## src/hdl/hpcr_pkg.sv

```systemverilog
// ----------------------------------------------------------------------------
// hpcr_pkg
// shared types and constants for the hole punch connect retry block
// ----------------------------------------------------------------------------
package hpcr_pkg;

  localparam int EP_W    = 48;
  localparam int DELAY_W = 16;
  localparam int INIT_W  = 15;
  localparam int LIMIT_W = 4;
  localparam int CFG_IDX_W  = 3;
  localparam int CFG_DATA_W = 48;

  // register reset values
  localparam logic [INIT_W-1:0]  RETRY_INITIAL_RST = INIT_W'(100);
  localparam logic [INIT_W-1:0]  RETRY_CAP_RST     = INIT_W'(1600);
  localparam logic [LIMIT_W-1:0] RETRY_LIMIT_RST   = LIMIT_W'(9);
  localparam logic               OUTGOING_RST      = 1'b1;

  // register indexes
  localparam logic [CFG_IDX_W-1:0] REG_RETRY_INITIAL    = 3'd0;
  localparam logic [CFG_IDX_W-1:0] REG_RETRY_CAP        = 3'd1;
  localparam logic [CFG_IDX_W-1:0] REG_RETRY_LIMIT      = 3'd2;
  localparam logic [CFG_IDX_W-1:0] REG_OUTGOING         = 3'd3;
  localparam logic [CFG_IDX_W-1:0] REG_PRIVATE_ENDPOINT = 3'd4;
  localparam logic [CFG_IDX_W-1:0] REG_PUBLIC_ENDPOINT  = 3'd5;

  typedef enum logic [1:0] {
    OP_TICK       = 2'd0,
    OP_PROBE_REQ  = 2'd1,
    OP_PROBE_RESP = 2'd2
  } op_t;

  localparam logic PHASE_PROBING   = 1'b0;
  localparam logic PHASE_REPORTING = 1'b1;

  typedef struct packed {
    logic [1:0]      operation;
    logic [EP_W-1:0] from_endpoint;
    logic            probe_kind;
  } in_item_t;

  typedef struct packed {
    logic               send_private_probe;
    logic               send_public_probe;
    logic               send_probe_reply;
    logic               reply_kind;
    logic               delay_valid;
    logic [DELAY_W-1:0] next_delay;
    logic               discarded;
    logic               report_established;
    logic               report_connected;
    logic [EP_W-1:0]    peer_endpoint;
  } out_item_t;

  typedef struct packed {
    logic [INIT_W-1:0]  retry_initial;
    logic [INIT_W-1:0]  retry_cap;
    logic [LIMIT_W-1:0] retry_limit;
    logic               outgoing;
    logic [EP_W-1:0]    private_endpoint;
    logic [EP_W-1:0]    public_endpoint;
  } cfg_t;

  typedef struct packed {
    logic               phase;
    logic [DELAY_W-1:0] retry_delay;
    logic [LIMIT_W-1:0] tries;
    logic               connected;
  } state_t;

endpackage

```

## src/hdl/hole_punch_connect_retry.sv

```systemverilog
// ----------------------------------------------------------------------------
// hole_punch_connect_retry
// retry timer and probe control for one peer-connect attempt
// ----------------------------------------------------------------------------
// path: each transaction is captured in the input register, then its result in the
//   result register; a stalled result holds the transaction in the input register
// throughput: one transaction per cycle while the result register is free or drains;
//   the state update is combinational between the input and result registers
// reset (rst, synchronous): attempt state to probing, delay 100, count 0,
//   not connected; all configuration registers to their defaults
module hole_punch_connect_retry (
  input  logic                            clk,
  input  logic                            rst,
  // configuration write port
  input  logic                            cfg_we,
  input  logic [hpcr_pkg::CFG_IDX_W-1:0]  cfg_index,
  input  logic [hpcr_pkg::CFG_DATA_W-1:0] cfg_data,
  // event input
  input  logic                            in_valid,
  output logic                            in_ready,
  input  hpcr_pkg::in_item_t              in_data,
  // result output
  output logic                            out_valid,
  input  logic                            out_ready,
  output hpcr_pkg::out_item_t             out_data
);
  import hpcr_pkg::*;

  cfg_t      cfg;
  state_t    state;
  state_t    state_next;
  in_item_t  in_q;
  logic      in_q_valid;
  out_item_t result;
  logic      advance;

  // configuration registers
  hpcr_cfg u_cfg (
    .clk       (clk),
    .rst       (rst),
    .cfg_we    (cfg_we),
    .cfg_index (cfg_index),
    .cfg_data  (cfg_data),
    .cfg       (cfg)
  );

  // decision logic works on the registered transaction
  hpcr_core u_core (
    .item       (in_q),
    .cfg        (cfg),
    .state      (state),
    .result     (result),
    .state_next (state_next)
  );

  // the held transaction moves on when the result register is free or drains
  assign advance  = in_q_valid && (!out_valid || out_ready);
  // input register takes a transaction when empty or when its current one moves on
  assign in_ready = !in_q_valid || advance;

  // input register
  always_ff @(posedge clk) begin
    if (rst) begin
      in_q_valid <= 1'b0;
    end else if (in_ready) begin
      in_q_valid <= in_valid;
    end
  end

  always_ff @(posedge clk) begin
    if (in_valid && in_ready) begin
      in_q <= in_data;
    end
  end

  // attempt state commits together with the result it produced
  always_ff @(posedge clk) begin
    if (rst) begin
      state.phase       <= PHASE_PROBING;
      state.retry_delay <= {1'b0, RETRY_INITIAL_RST};
      state.tries       <= '0;
      state.connected   <= 1'b0;
    end else if (advance) begin
      state <= state_next;
    end
  end

  // result register
  always_ff @(posedge clk) begin
    if (rst) begin
      out_valid <= 1'b0;
    end else if (advance) begin
      out_valid <= 1'b1;
    end else if (out_ready) begin
      out_valid <= 1'b0;
    end
  end

  always_ff @(posedge clk) begin
    if (advance) begin
      out_data <= result;
    end
  end

  // a stalled transaction stays in the input register
  a_in_hold: assert property (@(posedge clk) disable iff (rst)
    in_q_valid && !advance |=> in_q_valid && $stable(in_q))
    else $error("held transaction lost");

  // once connected the attempt never drops back
  a_connected_sticky: assert property (@(posedge clk) disable iff (rst)
    state.connected |=> state.connected)
    else $error("connected flag cleared");

  // any report leaves the attempt in the reporting phase
  a_report_phase: assert property (@(posedge clk) disable iff (rst)
    out_valid && (out_data.report_established || out_data.report_connected)
      |-> state.phase == PHASE_REPORTING && state.connected)
    else $error("report without reporting phase");

  // at most one kind of outcome per result
  a_one_outcome: assert property (@(posedge clk) disable iff (rst)
    out_valid |-> $onehot0({out_data.delay_valid, out_data.send_probe_reply,
                            out_data.discarded, out_data.report_established,
                            out_data.report_connected}))
    else $error("conflicting outcomes in one result");

  // probes are only requested by a tick
  a_probe_on_tick: assert property (@(posedge clk) disable iff (rst)
    out_valid && (out_data.send_public_probe || out_data.send_private_probe)
      |-> out_data.delay_valid)
    else $error("probe request outside a tick");

endmodule

```

## src/hdl/hpcr_cfg.sv

```systemverilog
// ----------------------------------------------------------------------------
// hpcr_cfg
// configuration register file, write only
// ----------------------------------------------------------------------------
module hpcr_cfg (
  input  logic                            clk,
  input  logic                            rst,
  input  logic                            cfg_we,
  input  logic [hpcr_pkg::CFG_IDX_W-1:0]  cfg_index,
  input  logic [hpcr_pkg::CFG_DATA_W-1:0] cfg_data,
  output hpcr_pkg::cfg_t                  cfg
);
  import hpcr_pkg::*;

  always_ff @(posedge clk) begin
    if (rst) begin
      cfg.retry_initial    <= RETRY_INITIAL_RST;
      cfg.retry_cap        <= RETRY_CAP_RST;
      cfg.retry_limit      <= RETRY_LIMIT_RST;
      cfg.outgoing         <= OUTGOING_RST;
      cfg.private_endpoint <= '0;
      cfg.public_endpoint  <= '0;
    end else if (cfg_we) begin
      unique case (cfg_index)
        REG_RETRY_INITIAL:    cfg.retry_initial    <= cfg_data[INIT_W-1:0];
        REG_RETRY_CAP:        cfg.retry_cap        <= cfg_data[INIT_W-1:0];
        REG_RETRY_LIMIT:      cfg.retry_limit      <= cfg_data[LIMIT_W-1:0];
        REG_OUTGOING:         cfg.outgoing         <= cfg_data[0];
        REG_PRIVATE_ENDPOINT: cfg.private_endpoint <= cfg_data[EP_W-1:0];
        REG_PUBLIC_ENDPOINT:  cfg.public_endpoint  <= cfg_data[EP_W-1:0];
        default: ; // unmapped index, ignored
      endcase
    end
  end

endmodule

```

## src/hdl/hpcr_core.sv

```systemverilog
// ----------------------------------------------------------------------------
// hpcr_core
// per-item decision logic: result and next attempt state
// ----------------------------------------------------------------------------
module hpcr_core (
  input  hpcr_pkg::in_item_t  item,
  input  hpcr_pkg::cfg_t      cfg,
  input  hpcr_pkg::state_t    state,
  output hpcr_pkg::out_item_t result,
  output hpcr_pkg::state_t    state_next
);
  import hpcr_pkg::*;

  logic [DELAY_W-1:0] delay_dbl;
  logic [LIMIT_W-1:0] count_inc;
  logic               timeout;
  logic               known_sender;
  logic [DELAY_W-1:0] init_ext;

  assign init_ext  = {1'b0, cfg.retry_initial};
  // doubling only while below the cap
  assign delay_dbl = (state.retry_delay < {1'b0, cfg.retry_cap}) ?
                     {state.retry_delay[DELAY_W-2:0], 1'b0} : state.retry_delay;
  assign count_inc = state.tries + LIMIT_W'(1);
  // limit reached or delay collapsed to zero
  assign timeout   = (count_inc >= cfg.retry_limit) || (delay_dbl == '0);
  assign known_sender = (item.from_endpoint == cfg.private_endpoint) ||
                        (item.from_endpoint == cfg.public_endpoint);

  always_comb begin
    result     = '0;
    state_next = state;
    unique case (op_t'(item.operation))
      OP_TICK: begin
        result.delay_valid = 1'b1;
        if (state.phase == PHASE_PROBING) begin
          result.send_public_probe  = 1'b1;
          result.send_private_probe = cfg.private_endpoint != cfg.public_endpoint;
        end
        if (timeout) begin
          state_next.tries       = '0;
          state_next.retry_delay = init_ext;
          if (state.phase == PHASE_PROBING) begin
            state_next.phase  = PHASE_REPORTING;
            result.next_delay = init_ext;
          end else begin
            result.next_delay = '0;
          end
        end else begin
          state_next.tries       = count_inc;
          state_next.retry_delay = delay_dbl;
          result.next_delay      = delay_dbl;
        end
      end
      OP_PROBE_REQ: begin
        if (known_sender) begin
          result.send_probe_reply = 1'b1;
          result.reply_kind       = item.probe_kind;
          result.peer_endpoint    = item.from_endpoint;
        end else begin
          result.discarded = 1'b1;
        end
      end
      OP_PROBE_RESP: begin
        if (!state.connected) begin
          state_next.connected   = 1'b1;
          state_next.tries       = '0;
          state_next.retry_delay = init_ext;
          state_next.phase       = PHASE_REPORTING;
          result.report_established = cfg.outgoing;
          result.report_connected   = !cfg.outgoing;
          result.peer_endpoint      = item.from_endpoint;
        end
      end
      default: ; // undefined operation, all-zero result
    endcase
  end

endmodule
```

## config.mk

```make
export PLATFORM = sky130hd
export DESIGN_NAME = hole_punch_connect_retry
export DESIGN_NICKNAME = d
export VERILOG_FILES = /design/src/hdl/hpcr_pkg.sv /design/src/hdl/hole_punch_connect_retry.sv /design/src/hdl/hpcr_cfg.sv /design/src/hdl/hpcr_core.sv
export SDC_FILE = /design/constraint.sdc
export NUM_CORES = 1
export LEC_CHECK = 0
export BUFFER_PORTS_ARGS = -buffer_cell sky130_fd_sc_hd__buf_2
export CORE_ASPECT_RATIO = 1.2
export CORE_MARGIN = 2
export CORE_UTILIZATION = 48
export DETAILED_ROUTE_END_ITERATION = 7
export PLACE_DENSITY = 0.69
export SETUP_SLACK_MARGIN = 0.05
export SLEW_MARGIN = 30
export SYNTH_ARGS = -nofsm -noshare
export SYNTH_HDL_FRONTEND = slang
export SYNTH_SLANG_ARGS = --single-unit
```

## constraint.sdc

```tcl
create_clock -name clk -period 5.35 [get_ports clk]
set_input_delay 1.3375 -clock clk [delete_from_list [all_inputs] [get_ports clk]]
set_output_delay 1.3375 -clock clk [all_outputs]
set_load 0.01 [all_outputs]
```

# After elaboration in Yosys (flattened, before gate mapping)

Index checks and enable logic that the tools add are counted.

Add/subtract/negate cells: 1
$lt $le $gt $ge: 2
Eq/ne operators: 12
Mux-type cells: 16
Bitwise logic cells: 2
Reductions and logical operators: 26

Operators with widths:

| kind                  | number |
|---|---|
| $eq A48 B48 Y1        | 2 |
| $mux W48              | 2 |
| $pmux W48 S2          | 1 |
| $ne A48 B48 Y1        | 1 |
| $pmux W21 S2          | 1 |
| $mux W16              | 2 |
| $mux W22              | 1 |
| $mux W20              | 1 |
| $mux W17              | 1 |
| $logic_not A16 Y1     | 1 |
| $lt A16 B15 Y1        | 1 |
| $reduce_and A2 Y1     | 8 |
| $mux W15              | 1 |
| $eq A3 B2 Y1 const B  | 2 |
| $eq A3 B3 Y1 const B  | 2 |
| $mux W1               | 5 |
| $add A4 B1 Y4 const B | 1 |
| $ge A4 B4 Y1          | 1 |
| $logic_or A1 B1 Y1    | 4 |
| $reduce_and A4 Y1     | 1 |
| $reduce_bool A2 Y1    | 2 |
| $reduce_or A2 Y1      | 2 |
| $eq A3 B1 Y1 const B  | 1 |
| $logic_not A1 Y1      | 3 |
| 10 further kinds      | 12 |

Bits in registers: 278
Input bits: 107

# Logic depth before layout (Yosys ltp)

Depth after elaboration: 6
Gate-level depth with buffers: 9

# Cells and area by module

From an unflattened synthesis, not the netlist that was laid out.

Cells, all modules: 1,196
Area, all modules: 13,566.8 um2

Modules (own cells, without submodules):

| module                   | instances | cells each | area each (um2) | sequential area each (um2) |
|---|---|---|---|---|
| hpcr_cfg                 | 1         | 494        | 5,357.6         | 2,622.5 |
| hole_punch_connect_retry | 1         | 229        | 4,773.3         | 4,174.0 |
| hpcr_core                | 1         | 473        | 3,435.8         | 0.0 |

# Least setup slack after synthesis

OpenSTA, ideal clock, no wires.

Path type: input -> register
From: input port out_ready
To: register state[12] (netlist name)
Library setup time: 0.119 ns
Arrival: 4.113 ns
Required time: 5.231 ns
Path slack: 1.119 ns
Stages on the path: 8
Buffers on the path: 1
Path through: nor2b_1 -> nand2b_1 -> inv_1 -> nand2_2 -> a21oi_1 -> buf_2 -> a21oi_1 -> o221a_1

Word-level cells in the longest chain between the ends: 3

RTL lines:

| what                               | line                           | text |
|---|---|---|
| from (decl)                        | hole_punch_connect_retry.sv:24 | `input logic out_ready,` |
| $logic_or A1 B1 Y1                 | hole_punch_connect_retry.sv:57 | `assign advance = in_q_valid && (!out_valid \|\| out_ready);` |
| $logic_and A1 B1 Y1                | hole_punch_connect_retry.sv:57 |  |
| named net advance                  | hole_punch_connect_retry.sv:35 | `logic advance;` |
| $reduce_and A3 Y1 (no source line) | n/a                            |  |

The timed path passes the listed nets, and every way through them passes these cells.
A chain may end at the register's enable or synchronous reset.

# Worst setup path in the final report

From: input port out_ready
To: output port in_ready

Word-level cells in the longest chain between the ends: 3

RTL lines:

| what                | line                           | text |
|---|---|---|
| $logic_or A1 B1 Y1  | hole_punch_connect_retry.sv:57 |  |
| $logic_and A1 B1 Y1 | hole_punch_connect_retry.sv:57 |  |
| $logic_or A1 B1 Y1  | hole_punch_connect_retry.sv:59 | `assign in_ready = !in_q_valid \|\| advance;` |
| to (decl)           | hole_punch_connect_retry.sv:20 | `output logic in_ready,` |

No other way between the ends.

==> flow_summary.yaml <==
die:
  coreArea_sq_mm: 0.0254
  die_h_um: 180
  pin_count: 181
  dieArea_sq_mm: 0.0270
  initial_core_util_pct: 48.6
  std_cell_rows: 64
  die_w_um: 150
job:
  maxCapViolCount: 0
cts:
  cts_hold_buf: 0
  ctsResizeCount: 0
  post_cts_buffers: 0
  htreeDepth: 1
  clock-sinks: 278
  clockBufferDepth: 3
  clock_latency_ns: 0.54
  cts_inserted_buffers: 29
  tritoncts: "built"
  cts_root_buf: "clkbuf_16"
  cts.clk_slew.worst_paths_ns: 0.06
pwr:
  power.static_leakage_nw: 5.06
  sw_frac_of_total_pct: 23.1
  p_int_mw: 3.73
  pwr-share-comb_pct: 8.5
  power_frac_clock_pct: 42.6
  p_switching_mw: 1.12
  sequentialPowerShare_pct: 48.9
  power.density_mw_per_mm2: 335
  vdd_drop_max_mv: 0.254
sta:
  rsz0062_at_grt: "no"
  max_freq_mhz: 311
  fin_crit_ns: 3.22
  post-route-period-util_pct: 60.2
  setup-violations-final: 0
  finalSetupTns_ns: 0
  tightest_slew_ns: 0.947
  relSlewSlack_pct: 36.6
  clock_skew_ns: 0.0127
  slew_violations: 0
  hold_viol_final: 0
logic_synthesis:
  synth.area.top_cells: "edfxtp_1 30%, dfxtp_1 25%, xnor2_1 10%"
  synth_area_sq_mm: 0.0123
  synth_ff_type: "dfxtp_1"
  syn_avg_cell_area_sq_um: 10.1
  synth_top_area_share_pct: 29.9
  synth-seq-area-share_pct: 55.0
  syn-instance-count: 1225
  synthDistinctLibCells: 57
  yosys_register_bits: 278
  async_flop_share_pct: 0
  yosys.area.top_type: "edfxtp_1"
  synth_nets: 1354
  synthTopCellsByCount: "279 x nand2_1, 155 x dfxtp_1, 146 x a21oi_1"
  synth-edff-count: 123
  ys_warn_count: 0
  yosysMostFrequentCell: "nand2_1"
place:
  portBuffers: 180
  dp_hpwl_mm: 22.8
  gp_congestion: 0.884
critical_path:
  critPathArrivalTime_ns: 1.88
  crit_type: "in -> out"
  startpoint_type: "input port"
  crit_fanout: 4
  end_kind: "output port"
  crit_required_ns: 4.01
detailed_routing:
  dr.first_iter.drc_count: 557
  dr.max_layer_used: "met4"
  drtAntennaViolNets: 0
  wl_per_cell_um: 18.4
  met2_length_mm: 16.5
  wl_met3_mm: 1.89
  avgViaCountPerCell: 5.32
  vias: 9266
  drtPass1Iterations: 5
  routed_wl_mm: 32.1
  drc: 0
  met1Wirelength_mm: 12.4
outcome:
  status: "complete, no violations"
grt:
  first_global_vias: 8957
  grt_usage_pct: 23.4
  grt_overflow_total: 0
  antenna_found_initial: 1
  grt_start_max_net_pins: 101
  grt_pass1_wl_mm: 48.7
layout:
  drive_above_1_share_pct: 18.3
  fin_util_pct: 57.2
  register_area_sq_mm: 0.00680
  final_nets: 1519
  area_growth_pct: 17.5
  multi_input_area_sq_mm: 0.00518
  fill_cells: 2234
worst_hold_path:
  hold_class: "reg -> reg"
[kinds of logic after synthesis]
kind of cell	count (synthesis)	share of synthesized area (%)
fa+ha+maj	22	2.23
flops	278	55.0
mux	1	0.0811
compound gates	212	11.3
buf+inv	97	3.16
simple gates	469	17.8
xor+xnor	146	10.4
[flip-flops by register name, summed over array words and instances (netlist names)]
register	cells
in_q	51
u_cfg.cfg	131
state	22
out_valid	1
in_q_valid	1
out_data	72
[metal layers]
| layer | vias to the layer above | track usage [%] |
|---|---|---|
| li1 | 4532 | - |
| met1 | 4372 | 28.3 |
| met2 | 291 | 41.7 |
| met3 | 71 | 3.30 |
| met4 | 0 | 8.75 |
| met5 | - | 0 |
[layout make-up]
type / instances / share of cell area, %
timing repair buffer: 191 / 6.84
clock inverter: 15 / 1.37
tap: 330 / 2.84
antenna: 1 / 0.0172
sequential: 278 / 46.8
inverter: 40 / 1.03
multi-input combinational: 850 / 35.7
clock buffer: 38 / 5.37
[layout by cell type, fill, tap and decap left out, drive strengths merged, types with 13 or more instances in the layout]
cell	synthesis	routed
a21oi	147	147
and2	54	54
buf	8	191
clkbuf	49	38
dfxtp	155	155
edfxtp	123	123
ha	22	22
inv	40	40
nand2	280	280
nand4	42	42
nor2	24	24
nor4	13	13
o211ai	17	17
or3	13	13
xnor2	145	145
[worst paths after layout]
check / startpoint / to / slack, ns / depth (start not counted)
setup / recovery: out_ready / in_ready / 2.13 / 4
hold / removal: u_cfg.cfg[104] / u_cfg.cfg[104] / 0.45 / 2
setup reg to reg: state[1] / out_data[54] / 2.35 / 8
hold reg to reg: u_cfg.cfg[104] / u_cfg.cfg[104] / 0.45 / 2
[power by group through the flow]
stage	sequential, mW	combinational (mW)	clock [mW]
4_1_cts	2.38	0.413	2.10
3_3_place_gp	2.42	0.404	0
3_5_place_dp	2.42	0.411	0
2_1_floorplan	2.42	0.240	0
5_1_grt	2.38	0.453	2.19
6_report	2.37	0.414	2.07
[per-stage QoR]
stage	total power [mW]	hold WS, ns	setup slack [ns]	cell area (sq um)	instances
2_1_floorplan	2.66	0.428	1.12	12300	1225
3_3_place_gp	2.82	0.439	2.14	13500	1689
3_5_place_dp	2.83	0.446	2.10	13500	1689
4_1_cts	4.88	0.458	2.14	14500	1742
5_1_grt	5.02	0.473	2.06	14500	1743
6_report	4.86	0.454	2.13	14500	1743
[critical path, cell delays in order]
cell,delay (ns)
buf_2,0.10
nor2b_1,0.20
nand2_1,0.10
buf_2,0.15
Note: power is estimated with default switching activity, not from simulation.
